## src/hdwt_fifo.sv

```systemverilog
// Small request queue between the front end and the back end.
// Generic payload vector; no package dependency beyond parameters.
`default_nettype none

module hdwt_fifo #(
    parameter int DEPTH  = 4,
    parameter int DATA_W = 32
) (
    input  wire logic              aclk,
    input  wire logic              aresetn,
    input  wire logic              push_valid,
    output logic                   push_ready,
    input  wire logic [DATA_W-1:0] push_data,
    output logic                   pop_valid,
    input  wire logic              pop_ready,
    output logic [DATA_W-1:0]      pop_data
);

    localparam int PW = (DEPTH > 1) ? $clog2(DEPTH) : 1;
    localparam int CW = $clog2(DEPTH + 1);

    logic [DATA_W-1:0] entry_reg [DEPTH];
    logic [PW-1:0]     wr_ptr_reg, wr_ptr_next;
    logic [PW-1:0]     rd_ptr_reg, rd_ptr_next;
    logic [CW-1:0]     count_reg, count_next;
    logic              push, pop;

    assign push_ready = (count_reg != CW'(DEPTH));
    assign pop_valid  = (count_reg != '0);
    assign pop_data   = entry_reg[rd_ptr_reg];
    assign push       = push_valid && push_ready;
    assign pop        = pop_valid && pop_ready;

    // Advance pointers with wrap at the depth
    always_comb begin
        wr_ptr_next = wr_ptr_reg;
        rd_ptr_next = rd_ptr_reg;
        count_next  = count_reg;
        if (push) begin
            wr_ptr_next = (wr_ptr_reg == PW'(DEPTH - 1)) ? '0 : wr_ptr_reg + PW'(1);
        end
        if (pop) begin
            rd_ptr_next = (rd_ptr_reg == PW'(DEPTH - 1)) ? '0 : rd_ptr_reg + PW'(1);
        end
        if (push && !pop) begin
            count_next = count_reg + CW'(1);
        end else if (pop && !push) begin
            count_next = count_reg - CW'(1);
        end
    end

    always_ff @(posedge aclk) begin
        if (!aresetn) begin
            wr_ptr_reg <= '0;
            rd_ptr_reg <= '0;
            count_reg  <= '0;
        end else begin
            wr_ptr_reg <= wr_ptr_next;
            rd_ptr_reg <= rd_ptr_next;
            count_reg  <= count_next;
        end
    end

    // Store the pushed request
    always_ff @(posedge aclk) begin
        if (push) begin
            entry_reg[wr_ptr_reg] <= push_data;
        end
    end

    a_count_bound: assert property (@(posedge aclk) disable iff (!aresetn)
        count_reg <= CW'(DEPTH))
        else $error("queue fill count beyond depth");

    a_count_track: assert property (@(posedge aclk) disable iff (!aresetn)
        (pop && !push) |=> (count_reg == $past(count_reg) - CW'(1)))
        else $error("queue count not decremented on pop");

endmodule

`default_nettype wire

```

## config.mk

```make
export PLATFORM = sky130hd
export DESIGN_NAME = hdwt_fifo
export DESIGN_NICKNAME = d
export VERILOG_FILES = /design/src/hdwt_fifo.sv
export SDC_FILE = /design/constraint.sdc
export NUM_CORES = 1
export LEC_CHECK = 0
export BUFFER_PORTS_ARGS = -buffer_cell sky130_fd_sc_hd__buf_2
export CAP_MARGIN = 10
export CORE_ASPECT_RATIO = 0.7
export CORE_MARGIN = 2
export CORE_UTILIZATION = 51
export CTS_CLUSTER_DIAMETER = 120
export CTS_CLUSTER_SIZE = 30
export DETAILED_ROUTE_END_ITERATION = 12
export GPL_TIMING_DRIVEN = 0
export PLACE_DENSITY_LB_ADDON = 0.2
export SLEW_MARGIN = 20
export SYNTH_ARGS = -nofsm -noshare
export SYNTH_HDL_FRONTEND = slang
export SYNTH_SLANG_ARGS = --single-unit
```

## constraint.sdc

```tcl
create_clock -name aclk -period 2.6 [get_ports aclk]
set_clock_uncertainty 0.2 [all_clocks]
set_input_delay 0.52 -clock aclk [delete_from_list [all_inputs] [get_ports aclk]]
set_output_delay 0.52 -clock aclk [all_outputs]
set_load 0.005 [all_outputs]
```

==> reports/metrics.csv <==
stage;metric;value;unit
run_status;status;finished, final reports clean;
synthesis;flops & latches, synth;137;
routing;post-detailed-route count of antenna-violating nets;0;
pwr;Comb power frac;19.8;%
synthesis;Synth Warn #;0;
worst_setup_path;Crit path required time;1.88;ns
final_layout;number of flip-flops in the largest register;128;
routing;WL final;8.35;mm
global_routing;grt total ovfl;0;
final_layout;most common cell after layout, fill and taps aside;edfxtp_1;
synthesis;post-synthesis compound-gate area fraction;0.688;%
routing;1st-iter DRT viols;178;
routing;wire length per cell;18.7;um
sta;final setup vio count;0;
placement;Post-DP Area;0.00560;mm^2
die;die area;0.0108;mm^2
synthesis;largest family of logic cells by synthesized area;multiplexers;
synthesis;mux contribution to synthesized area;14.5;%
job;Max-Cap Viols;0;
routing;DR vias;2359;
clock_tree;Post-CTS Hold Buffers;0;
worst_hold_path;HP Class;input port to flop;
die;row cnt;30;
global_routing;gr usage total;17.1;%
placement;DP Worst Slack;-0.00673;ns
sta;RSZ-0062 raised after global routing;true;
synthesis;post-synthesis cell type count;28;
global_routing;largest net degree at the start of global routing;33;
worst_setup_path;Critical Path Sink Type;output pin;
synthesis;Netlist Area Pre-Place;0.00509;mm^2
global_routing;routing usage on met1;22.4;%
global_routing;first-pass GRT wire length;13.0;mm
final_layout;post-layout util;63.1;%
pwr;worst vdd ir;526;uV
placement;PortBufs;69;
synthesis;Post-Synth Simple-Gate Area;2.31;%
die;die width;123;um
sta;minimum clock period;2.56;ns
worst_setup_path;CP Launch Type;flop;
clock_tree;total CTS buffers;17;
final_layout;number of fill cells in the layout;667;
clock_tree;clock transition at the registers of the reported paths;0.05;ns
pwr;Pwr Total;6.08;mW
synthesis;Avg Inst Size Synth;23.4;um^2
final_layout;fin nets;349;
global_routing;initial antenna violation count;0;
synthesis;Syn Inst Count;218;
die;core area;0.00972;mm^2
pwr;Sequential Power Share;45.7;%
placement;RePlAce Congestion;0.671;
sta;Hold WS;0.130;ns
clock_tree;clk_lat worst skew;0.40;ns
sta;max frequency;0.391;GHz
pwr;sw power;1.47;mW
die;Initial Utilization;52.4;%
sta;final max-slew violation count;0;
final_layout;commonest non-fill, non-tap cells in the layout;edfxtp_1 (128), buf_2 (73), mux4_2 (32);
sta;final worst-path setup slack;0.0395;ns
placement;dpl cells;415;
die;Die Ht;87.6;um
die;top-level port count;70;
pwr;PwrDens;991;mW/mm^2
sta;Final Cycle Share;98.5;%
global_routing;GRT met2 Usage;26.4;%
clock_tree;H-tree depth reported by CTS;4;
final_layout;final instance area;0.00614;mm^2
clock_tree;CTS max path bufs;2;
clock_tree;CTS Sinks;137;
worst_hold_path;hold depth;1;
worst_setup_path;R2R cell count;7;
clock_tree;post_cts resized;5;
synthesis;Post-Synth XOR/XNOR Area;0.344;%
synthesis;sequential cell area fraction in the yosys report;79.0;%
final_layout;layout cells sized above 1;45.5;%
final_layout;post-route non-filler standard cell count;447;
worst_setup_path;Arr. time, crit path;1.84;ns
global_routing;met3 Usage GRT;5.92;%
clock_tree;number of post-CTS setup repair buffers;0;
pwr;Net Sw Frac;24.2;%
global_routing;vias in the first global route;2429;
worst_setup_path;critical-path maximum fanout;10;
routing;DRC viols;0;
placement;hpwl dp;4.90;mm
worst_setup_path;crit path kind;flop to output pin;
routing;vias per inst;5.28;
clock_tree;Root Driver;clkbuf_16;
final_layout;number of antenna diodes;0;
pwr;internal power;4.61;mW
global_routing;GR peak layer;met2;
sta;Slew headroom;40.1;%
synthesis;net count of the mapped netlist;261;
clock_tree;CTS tree;done;
final_layout;Layout area overhead;20.4;%
pwr;Clock Power Share;34.5;%
sta;Slew @ Worst Pin;0.899;ns
routing;Detailed Routing Iterations Pass 1;4;
pwr;P_leak;2.13;nW
synthesis;Synth Area in Adders;1.87;%
sta;final hold violation count;0;
sta;setup TNS;0;ns
==> path summary, 6_finish.rpt <==
| kind | start | to | slack, ns |
|---|---|---|---|
| worst max register to register | count_reg[1] | count_reg[2] | 0.18 |
| worst min-delay path | push_data[6] | entry_reg[1][6] | 0.13 |
| worst max-delay path | flop | pop_data[29] | 0.04 |
| worst min register to register | wr_ptr_reg[1] | wr_ptr_reg[1] | 0.30 |
==> power groups by stage <==
stage          registers (mW)  clock network (mW)  logic (mW)
6_report                 2.78                2.10        1.21
5_1_grt                  2.80                2.23        1.35
4_1_cts                  2.78                2.13        1.24
3_5_place_dp             2.82                   0        1.23
3_3_place_gp             2.81                   0        1.21
2_1_floorplan            2.79                   0       0.803
==> cell type report <==
type	instances	area [um^2]	area share [%]
flip-flops and latches	137	4030	65.6
inverters	3	11.3	0.184
repair buffers	69	345	5.63
plain buffers	9	61.3	0.999
clock inverters	12	83.8	1.37
well taps	128	160	2.61
multi-input cells	69	1010	16.5
clock buffers	20	437	7.12
==> critical path: stages (launching register included) <==
cell and delay (ns):
dfxtp_1 0.30, buf_2 0.18, buf_4 0.27, mux4_2 0.55, buf_2 0.14
==> synth_stat cells <==
library cell / count / area, um^2
clkbuf_1: 1 / 3.75
a21boi_0: 1 / 7.51
nand4_1: 1 / 6.26
or3_2: 2 / 15.0
o31ai_1: 1 / 7.51
dfxtp_1: 9 / 180
or3b_1: 1 / 8.76
inv_1: 3 / 11.3
nor2b_1: 1 / 6.26
nand2_1: 5 / 18.8
nor2_1: 2 / 7.51
o21ai_0: 3 / 15.0
buf_4: 3 / 22.5
buf_2: 1 / 5.00
xor2_1: 1 / 8.76
and3_2: 4 / 30.0
mux2i_1: 2 / 20.0
and2_1: 1 / 6.26
xnor2_1: 1 / 8.76
o21ai_1: 1 / 5.00
and2_4: 1 / 8.76
nand3_1: 2 / 10.0
fa_1: 1 / 20.0
buf_6: 1 / 11.3
ha_1: 6 / 75.1
edfxtp_1: 128 / 3840
mux4_2: 32 / 721
buf_1: 3 / 11.3
==> routing by layer <==
metal,part of all wire [%],wire length [um]
met2,48,4030
met1,46,3810
met4,0.65,54
met3,5.4,447
met5,0,0
==> cell families after synthesis <==
group	Yosys count
adders and majority gates	7
xor gates and xnor gates	2
buffers and inverters	12
AOI/OAI and AO/OA	6
and+or+nand+nor	20
muxes	34
DFF	137
Power figures use the tool's default switching activity.
