$ cat src/hdwt_pkg.sv
// Shared types, constants and helpers for the 2D Haar forward transform core.
// No dependencies; every other file but hdwt_fifo refers to this package by scoped names.
`default_nettype none

package hdwt_pkg;

    // Default frame limits and queue depth
    localparam int MAX_WIDTH_DEF  = 2048;
    localparam int MAX_HEIGHT_DEF = 2048;
    localparam int FIFO_DEPTH_DEF = 4;

    // Width of size arithmetic: covers 12-bit registers and limits up to 8192
    localparam int SIZE_W = 14;

    // Configuration register indexes
    localparam logic REG_FRAME_WIDTH  = 1'b0;
    localparam logic REG_FRAME_HEIGHT = 1'b1;

    // Reset values of the configuration registers
    localparam logic [11:0] FRAME_WIDTH_RST  = 12'd1920;
    localparam logic [11:0] FRAME_HEIGHT_RST = 12'd1080;

    // What the back end does with one request
    typedef enum logic [1:0] {
        OP_STORE_EVEN = 2'd0,  // top line, even column: write even bank
        OP_STORE_ODD  = 2'd1,  // top line, odd column: write odd bank
        OP_HOLD_LEFT  = 2'd2,  // bottom line, even column: keep as left pixel
        OP_EMIT       = 2'd3   // bottom line, odd column: close the 2x2 block
    } op_t;

    // One classified request (line store address travels beside it)
    typedef struct packed {
        op_t        op;
        logic [7:0] pixel;
        logic [9:0] block_row;
        logic [9:0] block_col;
        logic       frame_end;
    } cmd_t;

    // Address width of one line store bank (two banks, one per column parity)
    function automatic int bank_addr_width(input int max_width);
        int depth;
        depth = (max_width + 1) >> 1;
        return (depth > 1) ? $clog2(depth) : 1;
    endfunction

    // Round down to even, raise to at least 2, cap at the limit
    function automatic logic [SIZE_W-1:0] eff_size(input logic [11:0] r,
                                                   input logic [SIZE_W-1:0] limit);
        logic [SIZE_W-1:0] v;
        v = {{(SIZE_W-12){1'b0}}, r[11:1], 1'b0};
        if (v < SIZE_W'(2)) begin
            v = SIZE_W'(2);
        end
        if (v > limit) begin
            v = limit;
        end
        return v;
    endfunction

endpackage

`default_nettype wire

$ cat src/hdwt_front.sv
// Front end: configuration registers, raster counters and request classification.
// Depends on hdwt_pkg (cmd_t, op_t, size helpers, register indexes).
`default_nettype none

module hdwt_front #(
    parameter int MAX_WIDTH  = hdwt_pkg::MAX_WIDTH_DEF,
    parameter int MAX_HEIGHT = hdwt_pkg::MAX_HEIGHT_DEF,
    parameter int AW         = hdwt_pkg::bank_addr_width(MAX_WIDTH)
) (
    input  wire logic          aclk,
    input  wire logic          aresetn,
    input  wire logic          cfg_wr_en,
    input  wire logic          cfg_index,
    input  wire logic [11:0]   cfg_wr_data,
    input  wire logic          s_valid,
    output logic               s_ready,
    input  wire logic [7:0]    s_pixel,
    output logic               push_valid,
    input  wire logic          push_ready,
    output hdwt_pkg::cmd_t     push_cmd,
    output logic [AW-1:0]      push_addr
);

    localparam int CW = $clog2(MAX_WIDTH);
    localparam int RW = $clog2(MAX_HEIGHT);
    localparam int SW = hdwt_pkg::SIZE_W;

    logic [11:0]   frame_width_reg, frame_height_reg;
    logic [CW-1:0] col_reg, col_next;
    logic [RW-1:0] row_reg, row_next;
    logic [SW-1:0] col_ext, row_ext, width_eff, height_eff;
    logic          line_last, frame_last, accept;

    // Write configuration registers
    always_ff @(posedge aclk) begin
        if (!aresetn) begin
            frame_width_reg  <= hdwt_pkg::FRAME_WIDTH_RST;
            frame_height_reg <= hdwt_pkg::FRAME_HEIGHT_RST;
        end else if (cfg_wr_en) begin
            if (cfg_index == hdwt_pkg::REG_FRAME_WIDTH) begin
                frame_width_reg <= cfg_wr_data;
            end else begin
                frame_height_reg <= cfg_wr_data;
            end
        end
    end

    assign s_ready    = push_ready;
    assign push_valid = s_valid;
    assign accept     = s_valid && push_ready;

    // Find line and frame ends against the current register values
    assign col_ext    = SW'(col_reg);
    assign row_ext    = SW'(row_reg);
    assign width_eff  = hdwt_pkg::eff_size(frame_width_reg, SW'(MAX_WIDTH));
    assign height_eff = hdwt_pkg::eff_size(frame_height_reg, SW'(MAX_HEIGHT));
    assign line_last  = (col_ext + SW'(1)) >= width_eff;
    assign frame_last = line_last && ((row_ext + SW'(1)) >= height_eff);

    // Classify the pixel by row and column parity
    always_comb begin
        push_cmd.pixel     = s_pixel;
        push_cmd.block_row = row_ext[10:1];
        push_cmd.block_col = col_ext[10:1];
        push_cmd.frame_end = frame_last;
        case ({row_reg[0], col_reg[0]})
            2'b00:   push_cmd.op = hdwt_pkg::OP_STORE_EVEN;
            2'b01:   push_cmd.op = hdwt_pkg::OP_STORE_ODD;
            2'b10:   push_cmd.op = hdwt_pkg::OP_HOLD_LEFT;
            default: push_cmd.op = hdwt_pkg::OP_EMIT;
        endcase
    end
    assign push_addr = col_ext[AW:1];

    // Advance raster counters
    always_comb begin
        col_next = col_reg;
        row_next = row_reg;
        if (accept) begin
            if (line_last) begin
                col_next = '0;
                row_next = frame_last ? '0 : row_reg + RW'(1);
            end else begin
                col_next = col_reg + CW'(1);
            end
        end
    end

    always_ff @(posedge aclk) begin
        if (!aresetn) begin
            col_reg <= '0;
            row_reg <= '0;
        end else begin
            col_reg <= col_next;
            row_reg <= row_next;
        end
    end

    a_col_range: assert property (@(posedge aclk) disable iff (!aresetn)
        (col_ext < SW'(MAX_WIDTH)) && (row_ext < SW'(MAX_HEIGHT)))
        else $error("raster counter beyond frame limit");

endmodule

`default_nettype wire

$ cat config.mk
export PLATFORM = sky130hd
export DESIGN_NAME = hdwt_front
export DESIGN_NICKNAME = d
export VERILOG_FILES = /design/src/hdwt_pkg.sv /design/src/hdwt_front.sv
export SDC_FILE = /design/constraint.sdc
export NUM_CORES = 1
export LEC_CHECK = 0
export ABC_AREA = 1
export BUFFER_PORTS_ARGS = -buffer_cell sky130_fd_sc_hd__buf_2
export CAP_MARGIN = 40
export CELL_PAD_IN_SITES_DETAIL_PLACEMENT = 0
export CELL_PAD_IN_SITES_GLOBAL_PLACEMENT = 1
export CORE_MARGIN = 2
export CORE_UTILIZATION = 43
export CTS_BUF_LIST = sky130_fd_sc_hd__clkbuf_4 sky130_fd_sc_hd__clkbuf_8
export DETAILED_ROUTE_END_ITERATION = 12
export PLACE_DENSITY = 0.91
export SLEW_MARGIN = 20
export SYNTH_ARGS = -nofsm -noshare
export SYNTH_HDL_FRONTEND = slang
export SYNTH_SLANG_ARGS = --single-unit
$ cat constraint.sdc
create_clock -name aclk -period 6.07 [get_ports aclk]
set_clock_uncertainty 0.05 [all_clocks]
set_input_delay 0.3035 -clock aclk [delete_from_list [all_inputs] [get_ports aclk]]
set_output_delay 0.3035 -clock aclk [all_outputs]
set_load 0.05 [all_outputs]
==> impl_results.md <==
- Worst-path clk slew: 0.09 ns
- Yosys cell types: 34
- Setup_tns: 0 ns
- Number of global-route vias before repair: 2329
- Arrival time worst endpoint: 3.00 ns
- WL/cell: 11.5 um
- Post-CTS Hold Fix Bufs: 0
- Worst-Margin Slew: ~0.74 ns
- Post_cts resized: 0
- Clock share of power: between 30% and 40%
- NetSw: between 0.15 and 0.2 mW
- Root Buffer: clkbuf_8
- Layout area overhead: 3.16%
- Total gr overflow: 0
- Cells after Synth: 441
- Post-CTS Setup Bufs: 0
- Die width: 88.7 um
- Initial Util: 45.0%
- Tot GR Track Use: 17.2%
- Slew Viols, Final: 0
- IO Pins: 69
- DIE AREA: about 0.0079 mm2
- Nets: between 400 and 500
- Cell Pwr Density: between 150 and 200 mW/mm2
- DIE HEIGHT: between 80 and 90 um
- Combinational Power Share: 12.0%
- Crit Path Class: reg2out
- Antenna diodes: 0
- Mapped Nets: 491
- Sequential cell area fraction in the yosys report: 28.5%
- Fin crit period: about 3.3 ns
- Async SR Flop Fraction: 0%
- Fin crit share: 55.2%
- Detail Placement HPWL: roughly 5000 um
- Synth Cell Area: 0.00309 mm2
- Worst setup margin: about 2.7 ns
- Global-route wire length before repair: 10600 um
- Endpoints failing setup: 0
- DRC Markers: 0
- Worst min path class: in2reg
- Top FF cell, synth: dfxtp_1
- Int Power: between 0.4 and 0.5 mW
- 1st-pass router iterations: 4
- DRT iter0 DRCs: 144
- Crit-path max FO: 12
- Hold slack: 0.175 ns
- CTS tree: yes
- Layout cells sized above 1: 19.8%
- RSZ-0062 raised after global routing: no
- Max Cap Viol: 0
- Post-Place Worst Slack: roughly 3 ns
- Status: finished clean
- Vias per cell: 4.83
- DRT Wirelength: 6230 um
- Max Buffers Root-to-Sink: 2
- Setup crit end kind: output port
- Sw frac: 27.1%
- Routed Antenna Nets: 0
- H-tree Lvls: 2
- Worst setup SP type: flop
- Site Rows: 30
- Synth warnings: 0
- Core Util, Final: 46.4%
- Seq pwr share: approximately 51%
- Total CTS buffers: 5
- Skew-Pair Late Insertion Delay: approximately 0.3 ns
- Initial antenna violation count: 0
- Final hold viol count: 0
- I/O Buffers: 51
- Lkg Pwr: ~1.5 nW
- Peak supply drop: ~150 uV
- Number of flops mapped to enable cells by yosys: 0
- CTS sink cnt: 44
- Pin count of the biggest net entering global routing: 25
- Routability-driven placement congestion ratio: between 0.8 and 0.9
- Register bit total from synthesis: 44
- Syn avg cell area: between 7 and 8 um2
- R2R Setup Slk: ~3.4 ns
- Via count: ~2.6k
- Fmax: 299 MHz
- Critical Path RT: ~5.7 ns
- Slew headroom: 50.5%
- Core Area: 0.00687 mm2
-- critical path, stage by stage (launching register included) --
cell,delay [ns]
dfxtp_1,0.45
ha_1,0.21
nand2_1,0.09
nor2_2,0.20
nand4_1,0.13
nand2_1,0.09
clkinv_1,0.08
ha_1,0.29
nand2_1,0.10
inv_1,0.04
nand2_1,0.06
nand3_1,0.09
a21oi_2,0.41
or2_1,0.20
inv_1,0.05
buf_2,0.20
-- kinds of logic (layout without fill, tap and decap cells) --
kind of cell | after synthesis | count (layout) | share of synthesized area (%)
XOR/XNOR | 12 | 12 | 3.65
buffers and inverters | 96 | 99 | 17.5
adder cells (fa/ha/maj) | 24 | 24 | 9.72
AND/OR/NAND/NOR | 212 | 212 | 31.1
flip-flops | 44 | 44 | 28.5
AO/OA/AOI/OAI | 53 | 53 | 9.48
-- power groups by stage --
stage               Combinational, mW  Sequential, mW  Clock, mW
finish                         0.0731           0.309      0.229
detailed placement             0.0740           0.315          0
global placement               0.0720           0.315          0
floorplan                      0.0716           0.313          0
CTS                            0.0742           0.309      0.234
global route                   0.0848           0.311      0.242
-- through the flow --
stage               power (mW)  cell area, um2  std cells
floorplan                0.384            3090        441
global placement         0.387            3070        532
detailed placement       0.389            3070        532
CTS                      0.617            3190        540
global route             0.638            3190        540
finish                   0.611            3190        540
-- routing by layer --
layer  up-vias  routed length (um)  global-route usage [%]
met4         0                  63                    4.13
met3         6                 393                    4.01
met2        51                2590                    26.8
li1       1390                   -                       -
met5         -                   0                       0
met1      1163                3170                    23.9
-- layout by cell type, fill, tap and decap left out, drive strengths merged, types with 16 or more instances in the layout --
master / synthesis / routed
nand2: 122 / 122
nand4: 16 / 16
buf: 46 / 51
dfxtp: 44 / 44
inv: 37 / 37
nand3: 21 / 21
ha: 24 / 24
nor2: 43 / 43
o21ai: 16 / 16
a21oi: 35 / 35
-- synth_stat cells (all sizes together) (2+ instances only) --
library cell  count  area share [%]
nand2           122              15
buf              46              11
dfxtp            44              29
nor2             43             6.5
inv              37             4.5
a21oi            35             6.2
ha               24             9.7
nand3            21             3.9
nand4            16             3.4
o21ai            16             2.7
clkbuf           10             1.2
xor2             10             2.8
nor3              5            0.81
clkinv            3            0.41
nor4              3            0.61
xnor2             2            0.81
-- final timing paths --
check                     start                  to  cells past startpoint
max reg2reg          col_reg[1]          col_reg[7]                     15
min              cfg_wr_data[9]  frame_width_reg[9]                      3
min reg2reg  frame_width_reg[1]  frame_width_reg[1]                      2
max                  row_reg[0]         push_cmd[0]                     15
-- cell type report --
type	instances	area [um2]
Clock buffer	5	68.8
Clock inverter	3	42.5
Fill cell	725	3680
Tap cell	96	120
Sequential cell	44	881
Timing Repair Buffer	51	255
Inverter	40	151
Multi-Input combinational cell	301	1670
Note: power is estimated with default switching activity, not from simulation.
